<file path="src/rtl/rc4_pkg.sv">
// Shared types, codes and sizes of the RC4 stream cipher engine.
package rc4_pkg;

	localparam int BYTE_W      = 8;
	localparam int PERM_DEPTH  = 256;
	localparam int KEY_DEPTH_DEF = 256;

	localparam logic [BYTE_W-1:0] IDX_FIRST = 8'h00;
	localparam logic [BYTE_W-1:0] IDX_START = 8'h01;
	localparam logic [BYTE_W-1:0] IDX_LAST  = 8'hff;

	typedef enum logic [1:0] {
		FUNC_KEY     = 2'd0,
		FUNC_CRYPT   = 2'd1,
		FUNC_RESTART = 2'd2,
		FUNC_NONE    = 2'd3
	} func_t;

	typedef enum logic [1:0] {
		STAT_OK       = 2'd0,
		STAT_KEY_OVF  = 2'd1,
		STAT_NOT_KEYED = 2'd2,
		STAT_RSVD     = 2'd3
	} status_t;

	typedef struct packed {
		status_t           status;
		logic [BYTE_W-1:0] byte_out;
	} result_t;

	typedef enum logic [9:0] {
		ST_IDLE = 10'b00_0000_0001,
		ST_D1   = 10'b00_0000_0010,
		ST_D2   = 10'b00_0000_0100,
		ST_D3   = 10'b00_0000_1000,
		ST_INIT = 10'b00_0001_0000,
		ST_SA   = 10'b00_0010_0000,
		ST_SB   = 10'b00_0100_0000,
		ST_SC   = 10'b00_1000_0000,
		ST_SD   = 10'b01_0000_0000,
		ST_DONE = 10'b10_0000_0000
	} state_t;

endpackage

</file>
<file path="src/rtl/rc4_ram.sv">
// Generic simple dual-port RAM: one write port, one read port with registered data.
module rc4_ram #(
	parameter int WIDTH = rc4_pkg::BYTE_W,
	parameter int DEPTH = rc4_pkg::PERM_DEPTH,
	localparam int AW   = (DEPTH > 1) ? $clog2(DEPTH) : 1
) (
	input  logic             clk,
	input  logic             wr_en,
	input  logic [AW-1:0]    wr_addr,
	input  logic [WIDTH-1:0] wr_data,
	input  logic [AW-1:0]    rd_addr,
	output logic [WIDTH-1:0] rd_data
);

	logic [WIDTH-1:0] mem [DEPTH];

	// read returns the old contents when it hits the entry being written
	always_ff @(posedge clk) begin
		if (wr_en) begin
			mem[wr_addr] <= wr_data;
		end
		rd_data <= mem[rd_addr];
	end

endmodule

</file>
<file path="src/rtl/rc4_out_reg.sv">
// Output register that holds one result until the downstream side takes it.
module rc4_out_reg (
	input  logic             clk,
	input  logic             arst_n,
	input  logic             in_valid,
	output logic             in_ready,
	input  rc4_pkg::result_t in_data,
	output logic             out_valid,
	input  logic             out_ready,
	output rc4_pkg::result_t out_data
);

	logic             valid_q;
	rc4_pkg::result_t data_q;

	assign in_ready  = !valid_q || out_ready;
	assign out_valid = valid_q;
	assign out_data  = data_q;

	always_ff @(posedge clk or negedge arst_n) begin
		if (!arst_n) begin
			valid_q <= 1'b0;
		end else if (in_ready) begin
			valid_q <= in_valid;
		end
	end

	always_ff @(posedge clk) begin
		if (in_valid && in_ready) begin
			data_q <= in_data;
		end
	end

endmodule

</file>
<file path="src/rtl/rc4_stream_cipher.sv">
// RC4 engine: key store, key schedule and keystream generator around a permutation RAM.
// A data item goes through D1, D2, D3 and DONE before it reaches the output register; a schedule
// (last key byte or restart) fills all 256 entries in INIT, then runs SA, SB, SC and SD per swap, then DONE.
// Any other item goes straight to DONE. The engine takes a new item only once the last has left DONE;
// a data item spends D1 to D3 on reads and writes of the single-write-port permutation RAM.
// Reset clears the control state (no key, i = 1, j = 0); the RAMs are not cleared and hold
// nothing meaningful until a key is scheduled.
module rc4_stream_cipher #(
	parameter int KEY_DEPTH = rc4_pkg::KEY_DEPTH_DEF
) (
	input  logic       clk,
	input  logic       arst_n,
	input  logic       s_tvalid,
	output logic       s_tready,
	input  logic [7:0] s_tdata,   // [7:0] byte_in
	input  logic [1:0] s_tuser,   // [1:0] func
	input  logic       s_tlast,   // last
	output logic       m_tvalid,
	input  logic       m_tready,
	output logic [7:0] m_tdata,   // [7:0] byte_out
	output logic [1:0] m_tuser    // [1:0] status
);

	localparam int BW  = rc4_pkg::BYTE_W;
	localparam int KAW = (KEY_DEPTH > 1) ? $clog2(KEY_DEPTH) : 1;
	localparam int KCW = $clog2(KEY_DEPTH + 1);

	rc4_pkg::state_t state_q;
	logic [KCW-1:0]  key_count_q;
	logic            key_closed_q;
	logic            keyed_q;
	logic [BW-1:0]   i_q;
	logic [BW-1:0]   j_q;
	logic [KCW-1:0]  k_q;
	logic [BW-1:0]   ti_q;
	logic [BW-1:0]   tj_q;
	logic [BW-1:0]   sum_q;
	logic [BW-1:0]   byte_q;
	logic [BW-1:0]   res_byte_q;
	rc4_pkg::status_t res_status_q;

	logic            p_wr_en;
	logic [BW-1:0]   p_wr_addr;
	logic [BW-1:0]   p_wr_data;
	logic [BW-1:0]   p_rd_addr;
	logic [BW-1:0]   p_rd_data;
	logic            k_wr_en;
	logic [BW-1:0]   k_rd_data;

	logic            accept;
	rc4_pkg::func_t  func_in;
	logic [KCW-1:0]  eff_count;
	logic            key_room;
	logic [KCW-1:0]  k_inc;
	logic [BW-1:0]   keystream;

	logic             res_valid;
	logic             res_ready;
	rc4_pkg::result_t res_data;
	rc4_pkg::result_t out_data;

	assign s_tready  = (state_q == rc4_pkg::ST_IDLE);
	assign accept    = s_tvalid && s_tready;
	assign func_in   = rc4_pkg::func_t'(s_tuser);
	// a key byte after a closed key starts a fresh key
	assign eff_count = key_closed_q ? '0 : key_count_q;
	assign key_room  = (eff_count < KCW'(KEY_DEPTH));
	assign k_wr_en   = accept && (func_in == rc4_pkg::FUNC_KEY) && key_room;
	assign k_inc     = k_q + 1'b1;

	// forward the two swap writes into the keystream lookup
	assign keystream = (sum_q == j_q) ? ti_q :
	                   (sum_q == i_q) ? tj_q : p_rd_data;

	rc4_ram #(
		.WIDTH (BW),
		.DEPTH (rc4_pkg::PERM_DEPTH)
	) u_perm_ram (
		.clk     (clk),
		.wr_en   (p_wr_en),
		.wr_addr (p_wr_addr),
		.wr_data (p_wr_data),
		.rd_addr (p_rd_addr),
		.rd_data (p_rd_data)
	);

	rc4_ram #(
		.WIDTH (BW),
		.DEPTH (KEY_DEPTH)
	) u_key_ram (
		.clk     (clk),
		.wr_en   (k_wr_en),
		.wr_addr (eff_count[KAW-1:0]),
		.wr_data (s_tdata),
		.rd_addr (k_q[KAW-1:0]),
		.rd_data (k_rd_data)
	);

	always_comb begin
		p_wr_en   = 1'b0;
		p_wr_addr = i_q;
		p_wr_data = p_rd_data;
		p_rd_addr = i_q;
		unique case (state_q) inside
			rc4_pkg::ST_D1: begin
				p_rd_addr = j_q + p_rd_data;
			end
			rc4_pkg::ST_D2: begin
				p_wr_en   = 1'b1;
				p_rd_addr = ti_q + p_rd_data;
			end
			rc4_pkg::ST_D3, rc4_pkg::ST_SD: begin
				p_wr_en   = 1'b1;
				p_wr_addr = j_q;
				p_wr_data = ti_q;
			end
			rc4_pkg::ST_INIT: begin
				p_wr_en   = 1'b1;
				p_wr_data = i_q;
			end
			rc4_pkg::ST_SB: begin
				p_rd_addr = j_q + p_rd_data + k_rd_data;
			end
			rc4_pkg::ST_SC: begin
				p_wr_en   = 1'b1;
			end
			rc4_pkg::ST_IDLE, rc4_pkg::ST_SA, rc4_pkg::ST_DONE: begin
			end
			default: begin
			end
		endcase
	end

	// control state
	always_ff @(posedge clk or negedge arst_n) begin
		if (!arst_n) begin
			state_q      <= rc4_pkg::ST_IDLE;
			key_count_q  <= '0;
			key_closed_q <= 1'b0;
			keyed_q      <= 1'b0;
			i_q          <= rc4_pkg::IDX_START;
			j_q          <= rc4_pkg::IDX_FIRST;
		end else begin
			unique case (state_q)
				rc4_pkg::ST_IDLE: begin
					if (accept) begin
						case (func_in)
							rc4_pkg::FUNC_KEY: begin
								keyed_q      <= keyed_q && !key_closed_q;
								key_count_q  <= key_room ? KCW'(eff_count + 1'b1) : eff_count;
								key_closed_q <= s_tlast;
								if (s_tlast) begin
									state_q <= rc4_pkg::ST_INIT;
									i_q     <= rc4_pkg::IDX_FIRST;
									j_q     <= rc4_pkg::IDX_FIRST;
								end else begin
									state_q <= rc4_pkg::ST_DONE;
								end
							end
							rc4_pkg::FUNC_CRYPT: begin
								state_q <= keyed_q ? rc4_pkg::ST_D1 : rc4_pkg::ST_DONE;
							end
							rc4_pkg::FUNC_RESTART: begin
								if (keyed_q) begin
									state_q <= rc4_pkg::ST_INIT;
									i_q     <= rc4_pkg::IDX_FIRST;
									j_q     <= rc4_pkg::IDX_FIRST;
								end else begin
									state_q <= rc4_pkg::ST_DONE;
								end
							end
							default: begin
								state_q <= rc4_pkg::ST_DONE;
							end
						endcase
					end
				end
				rc4_pkg::ST_D1: begin
					j_q     <= j_q + p_rd_data;
					state_q <= rc4_pkg::ST_D2;
				end
				rc4_pkg::ST_D2: begin
					state_q <= rc4_pkg::ST_D3;
				end
				rc4_pkg::ST_D3: begin
					i_q     <= i_q + 1'b1;
					state_q <= rc4_pkg::ST_DONE;
				end
				rc4_pkg::ST_INIT: begin
					i_q <= i_q + 1'b1;
					if (i_q == rc4_pkg::IDX_LAST) begin
						state_q <= rc4_pkg::ST_SA;
					end
				end
				rc4_pkg::ST_SA: begin
					state_q <= rc4_pkg::ST_SB;
				end
				rc4_pkg::ST_SB: begin
					j_q     <= j_q + p_rd_data + k_rd_data;
					state_q <= rc4_pkg::ST_SC;
				end
				rc4_pkg::ST_SC: begin
					state_q <= rc4_pkg::ST_SD;
				end
				rc4_pkg::ST_SD: begin
					if (i_q == rc4_pkg::IDX_LAST) begin
						i_q     <= rc4_pkg::IDX_START;
						j_q     <= rc4_pkg::IDX_FIRST;
						keyed_q <= 1'b1;
						state_q <= rc4_pkg::ST_DONE;
					end else begin
						i_q     <= i_q + 1'b1;
						state_q <= rc4_pkg::ST_SA;
					end
				end
				rc4_pkg::ST_DONE: begin
					if (res_ready) begin
						state_q <= rc4_pkg::ST_IDLE;
					end
				end
				default: begin
					state_q <= rc4_pkg::ST_IDLE;
				end
			endcase
		end
	end

	// datapath registers
	always_ff @(posedge clk) begin
		if (accept) begin
			byte_q     <= s_tdata;
			res_byte_q <= '0;
			k_q        <= '0;
			case (func_in) inside
				rc4_pkg::FUNC_KEY: begin
					res_status_q <= key_room ? rc4_pkg::STAT_OK : rc4_pkg::STAT_KEY_OVF;
				end
				rc4_pkg::FUNC_CRYPT, rc4_pkg::FUNC_RESTART: begin
					res_status_q <= keyed_q ? rc4_pkg::STAT_OK : rc4_pkg::STAT_NOT_KEYED;
				end
				default: begin
					res_status_q <= rc4_pkg::STAT_OK;
				end
			endcase
		end
		if (state_q == rc4_pkg::ST_D1 || state_q == rc4_pkg::ST_SB) begin
			ti_q <= p_rd_data;
		end
		if (state_q == rc4_pkg::ST_D2) begin
			tj_q  <= p_rd_data;
			sum_q <= ti_q + p_rd_data;
		end
		if (state_q == rc4_pkg::ST_D3) begin
			res_byte_q <= byte_q ^ keystream;
		end
		// advance the key index, wrapping at the stored key length
		if (state_q == rc4_pkg::ST_SD) begin
			k_q <= (k_inc == key_count_q) ? '0 : k_inc;
		end
	end

	assign res_valid         = (state_q == rc4_pkg::ST_DONE);
	assign res_data.byte_out = res_byte_q;
	assign res_data.status   = res_status_q;

	rc4_out_reg u_out_reg (
		.clk       (clk),
		.arst_n    (arst_n),
		.in_valid  (res_valid),
		.in_ready  (res_ready),
		.in_data   (res_data),
		.out_valid (m_tvalid),
		.out_ready (m_tready),
		.out_data  (out_data)
	);

	assign m_tdata = out_data.byte_out;
	assign m_tuser = out_data.status;

endmodule

</file>
<file path="config.mk">
export PLATFORM = sky130hd
export DESIGN_NAME = rc4_stream_cipher
export DESIGN_NICKNAME = d
export VERILOG_FILES = /design/src/rtl/rc4_pkg.sv /design/src/rtl/rc4_ram.sv /design/src/rtl/rc4_out_reg.sv /design/src/rtl/rc4_stream_cipher.sv
export SDC_FILE = /design/constraint.sdc
export NUM_CORES = 2
export LEC_CHECK = 0
export ABC_AREA = 1
export BUFFER_PORTS_ARGS = -buffer_cell sky130_fd_sc_hd__buf_4
export CORE_ASPECT_RATIO = 1.75
export CORE_UTILIZATION = 55
export DETAILED_ROUTE_END_ITERATION = 8
export PLACE_DENSITY = 0.76
export SYNTH_ARGS = -nofsm -noshare
export SYNTH_HDL_FRONTEND = slang
export SYNTH_HIERARCHICAL = 1
export SYNTH_SLANG_ARGS = --single-unit
</file>
<file path="constraint.sdc">
create_clock -name clk -period 10.6 [get_ports clk]
set_clock_uncertainty 0.1 [all_clocks]
set_input_delay 1.59 -clock clk [delete_from_list [all_inputs] [get_ports clk]]
set_output_delay 1.59 -clock clk [all_outputs]
set_load 0.02 [all_outputs]
</file>
==> reports/results.ini <==
[outcome]
status=complete, no violations

[worst_setup_path]
ff2ff_path_depth=21
cp-end-kind=flop
path_class=reg -> reg
regToRegEndpoint=u_perm_ram/rd_data[1]$_DFF_P_
ff2ff_setup_slack_ps=3960
start_kind=flop
rr_startpoint=state_q[6]$_DFFE_PN0P_
critPathArrivalTime_ps=7410
crit_required_ps=11360
crit_fanout=138

[synth]
seq_area_frac_synth_pct=72.7
synthDominantCellAreaShare_pct=72.0
asyncSetResetFlopFracSynth_pct=0.902
synth-edff-count=4157
muxShareOfSynthArea_pct=0
syn-instance-count=14831
synthAdderAreaFrac_pct=0.237
synthFlopType=edfxtp_1
netlist_area_um2=173000
ys_top_cells_by_area=edfxtp_1, nand3_1, nand2_1
yosysTopAreaCell=edfxtp_1
synth_top_family_by_area=simple AND/OR/NAND/NOR gates
yosysUniqueCellTypes=57
yosys_warnings=6
syn_area_per_cell_um2=11.7
synth_nets=14877
synth_seq_cells=4211
synth-compound-area-share_pct=0.274
synth_simple_gate_area_share_pct=23.3
synth_xor_area_share_pct=0.210

[sta]
rsz0062_at_grt=false
tns_ps=0
worst_slew_pin_slew_ps=1250
drv_slew=0
hold_viol_final=0
setup_viol=0
finalCritPeriodShare_pct=62.7
max_slew_margin_pct=16.5
fin_crit_ps=6640
max_freq_mhz=151

[power_and_ir_drop]
sw_frac_of_total_pct=31.1
comb_power_share_pct=21.6
seqPwrFrac_pct=47.0
leakage_nw=64.7
total_power_mw=42.4
internal_power_mw=29.2
power_density_nw_per_um2=227
clock_power_share_pct=31.4
switching_power_mw=13.2
peakVddDrop_mv=0.314

[clock_network]
hold_buffers=0
cts.clk_slew.worst_paths_ps=70
root_buffer=clkbuf_16
cts_buffers=368
cts.sinks=4211
h-tree-depth=5
cts_setup_buffers=0
cts-resized-gates=0
clk_latency_ps=940
cts_tree=yes
cts_buffer_depth=4

[grt]
grt_util_met3_pct=4.02
grt_pass1_vias=111447
grt_pass1_wl_um=686000
grt_use_total_pct=28.7
grt_use_met1_pct=32.2
grtUsageMet2_pct=49.3
grt.busiest_layer=met2
antenna_found_initial=5
grt_max_degree=206
grt_overflow=0

[detailed_routing]
wire_per_inst_um=24.7
ant_nets=0
firstDrtPassIters=6
drt_iter0_markers=13847
totalWireLength_um=463000
drc=0
avgViaCountPerCell=6.11
route.vias.total=114711

[floorplan]
initial_utilization_pct=55.3
core_um2=314000
die_area_um2=318000
die_h_um=745
rows=272
fp.dieW_um=427
pin_count=27

[cells_and_area]
nets=14434
final_cell_mix=nand2_1, edfxtp_1, nand3_1, nor2_1, clkbuf_16
fin_util_pct=59.7
area_delta_synth_final_pct=7.94
fill_cells=23780
layout_commonest_cell=nand2_1
drive_gt1_share_pct=5.32

[worst_hold_path]
holdCritPathClass=reg -> reg
min_from=res_byte_q[0]$_SDFFCE_PN0P_
whs_endpoint=u_out_reg/out_data[0]$_DFFE_PP_
worstHoldPathCells=0

[placement]
gp_congestion=0.914
dp_hpwl_um=269000
io_buffers=26

[run]
maxCapViolCount=0

==> synth_stat cells, types with 3 or more instances <==
library cell / instances
nand2_1: 4470
edfxtp_1: 4157
nand3_1: 4118
nor2_1: 622
buf_2: 544
clkbuf_1: 225
inv_1: 191
buf_4: 94
buf_1: 80
dfrtp_1: 36
buf_6: 33
ha_1: 28
o21ai_0: 24
a21oi_1: 22
xnor2_1: 21
nand4_1: 20
xor2_1: 18
dfxtp_1: 16
inv_2: 11
nor3_1: 9
a22oi_1: 8
nor2_4: 8
nand2_2: 7
o21ai_1: 6
inv_4: 4
nor2_2: 4
o21ai_2: 4
fa_1: 3
nand2_4: 3
nor3_2: 3
o21bai_1: 3
==> through the flow <==
stage | area, um^2 | setup WS, ps | std cells | hold WS, ps
4_1_cts | 187000 | 4260 | 18784 | 323
5_1_grt | 187000 | 3720 | 18785 | 330
3_5_place_dp | 175000 | 4270 | 18128 | 306
2_1_floorplan | 173000 | 660 | 14831 | 300
3_3_place_gp | 175000 | 4350 | 18128 | 301
6_report | 187000 | 3960 | 18788 | 321
==> worst max path at each step <==
stage	start	end	slack, ps	cells after the start
finish	state_q[6]$_DFFE_PN0P_	u_perm_ram/rd_data[1]$_DFF_P_	3960	21
global route	state_q[4]$_DFFE_PN0P_	u_perm_ram/rd_data[1]$_DFF_P_	3720	21
CTS	state_q[2]$_DFFE_PN0P_	u_perm_ram/rd_data[4]$_DFF_P_	4260	21
detailed placement	state_q[6]$_DFFE_PN0P_	u_perm_ram/rd_data[4]$_DFF_P_	4270	21
global placement	state_q[6]$_DFFE_PN0P_	u_perm_ram/rd_data[6]$_DFF_P_	4350	21
floorplan	state_q[3]$_DFFE_PN0P_	u_perm_ram/mem[0][1]$_DFFE_PP_	660	7
==> power by group through the flow <==
stage	logic [mW]	registers (mW)	clock network (mW)
floorplan	5.87	20.7	0
global placement	8.79	20.3	0
detailed placement	8.96	20.3	0
CTS	9.01	19.9	13.4
global route	9.84	19.9	14.0
finish	9.18	19.9	13.3
==> cells by family after synthesis <==
| kind of cell | Yosys count |
|---|---|
| and+or+nand+nor | 9284 |
| DFF | 4211 |
| buffers and inverters | 1185 |
| AOI/OAI and AO/OA | 80 |
| xor gates and xnor gates | 40 |
| adders and majority gates | 31 |
==> layout make-up <==
class                           count  area [um^2]  area share (%)
Clock buffer                      428         9540            5.09
Clock inverter                    228         2190            1.17
Sequential cell                  4211       126000            67.4
Timing Repair Buffer              166         1640           0.878
Inverter                          206          846           0.452
Antenna cell                        4         10.0         0.00535
Tap cell                         4110         5140            2.75
Multi-Input combinational cell   9435        41800            22.3
==> metal layers <==
layer,share of wire (%),vias up
li1,-,51443
met1,32,55255
met5,0.0028,-
met2,51,6400
met3,8.2,1611
met4,8.8,2
==> critical path, stage by stage, from the launching register on <==
cell and delay [ps]:
dfrtp_1 460, nor2_4 150, nand2_4 110, inv_2 130
nand4_2 210, nand2_2 310, nor2_4 110, nand2_1 120
nand3_4 690, inv_16 760, buf_12 390, buf_4 840
nand2_1 120, nand3_1 110, nand3_1 90, nand3_1 120
nand3_1 90, nand3_1 430, nand3_1 210, nand2_1 160
nand2_1 250, nand2_1 130
==> state kept, by name, summed over array words and instances, names as in the netlist <==
name and count:
tj_q 8, res_status_q 2, sum_q 8, state_q 10, keyed_q 1, u_out_reg/out_valid 1, byte_q 8, ti_q 8
key_closed_q 1, k_q 9, key_count_q 9, u_perm_ram/rd_data 8, j_q 8, u_key_ram/mem 2048, u_perm_ram/mem 2048, u_out_reg/out_data 10
u_key_ram/rd_data 8, i_q 8, res_byte_q 8
Note: power is estimated with default switching activity, not from simulation.
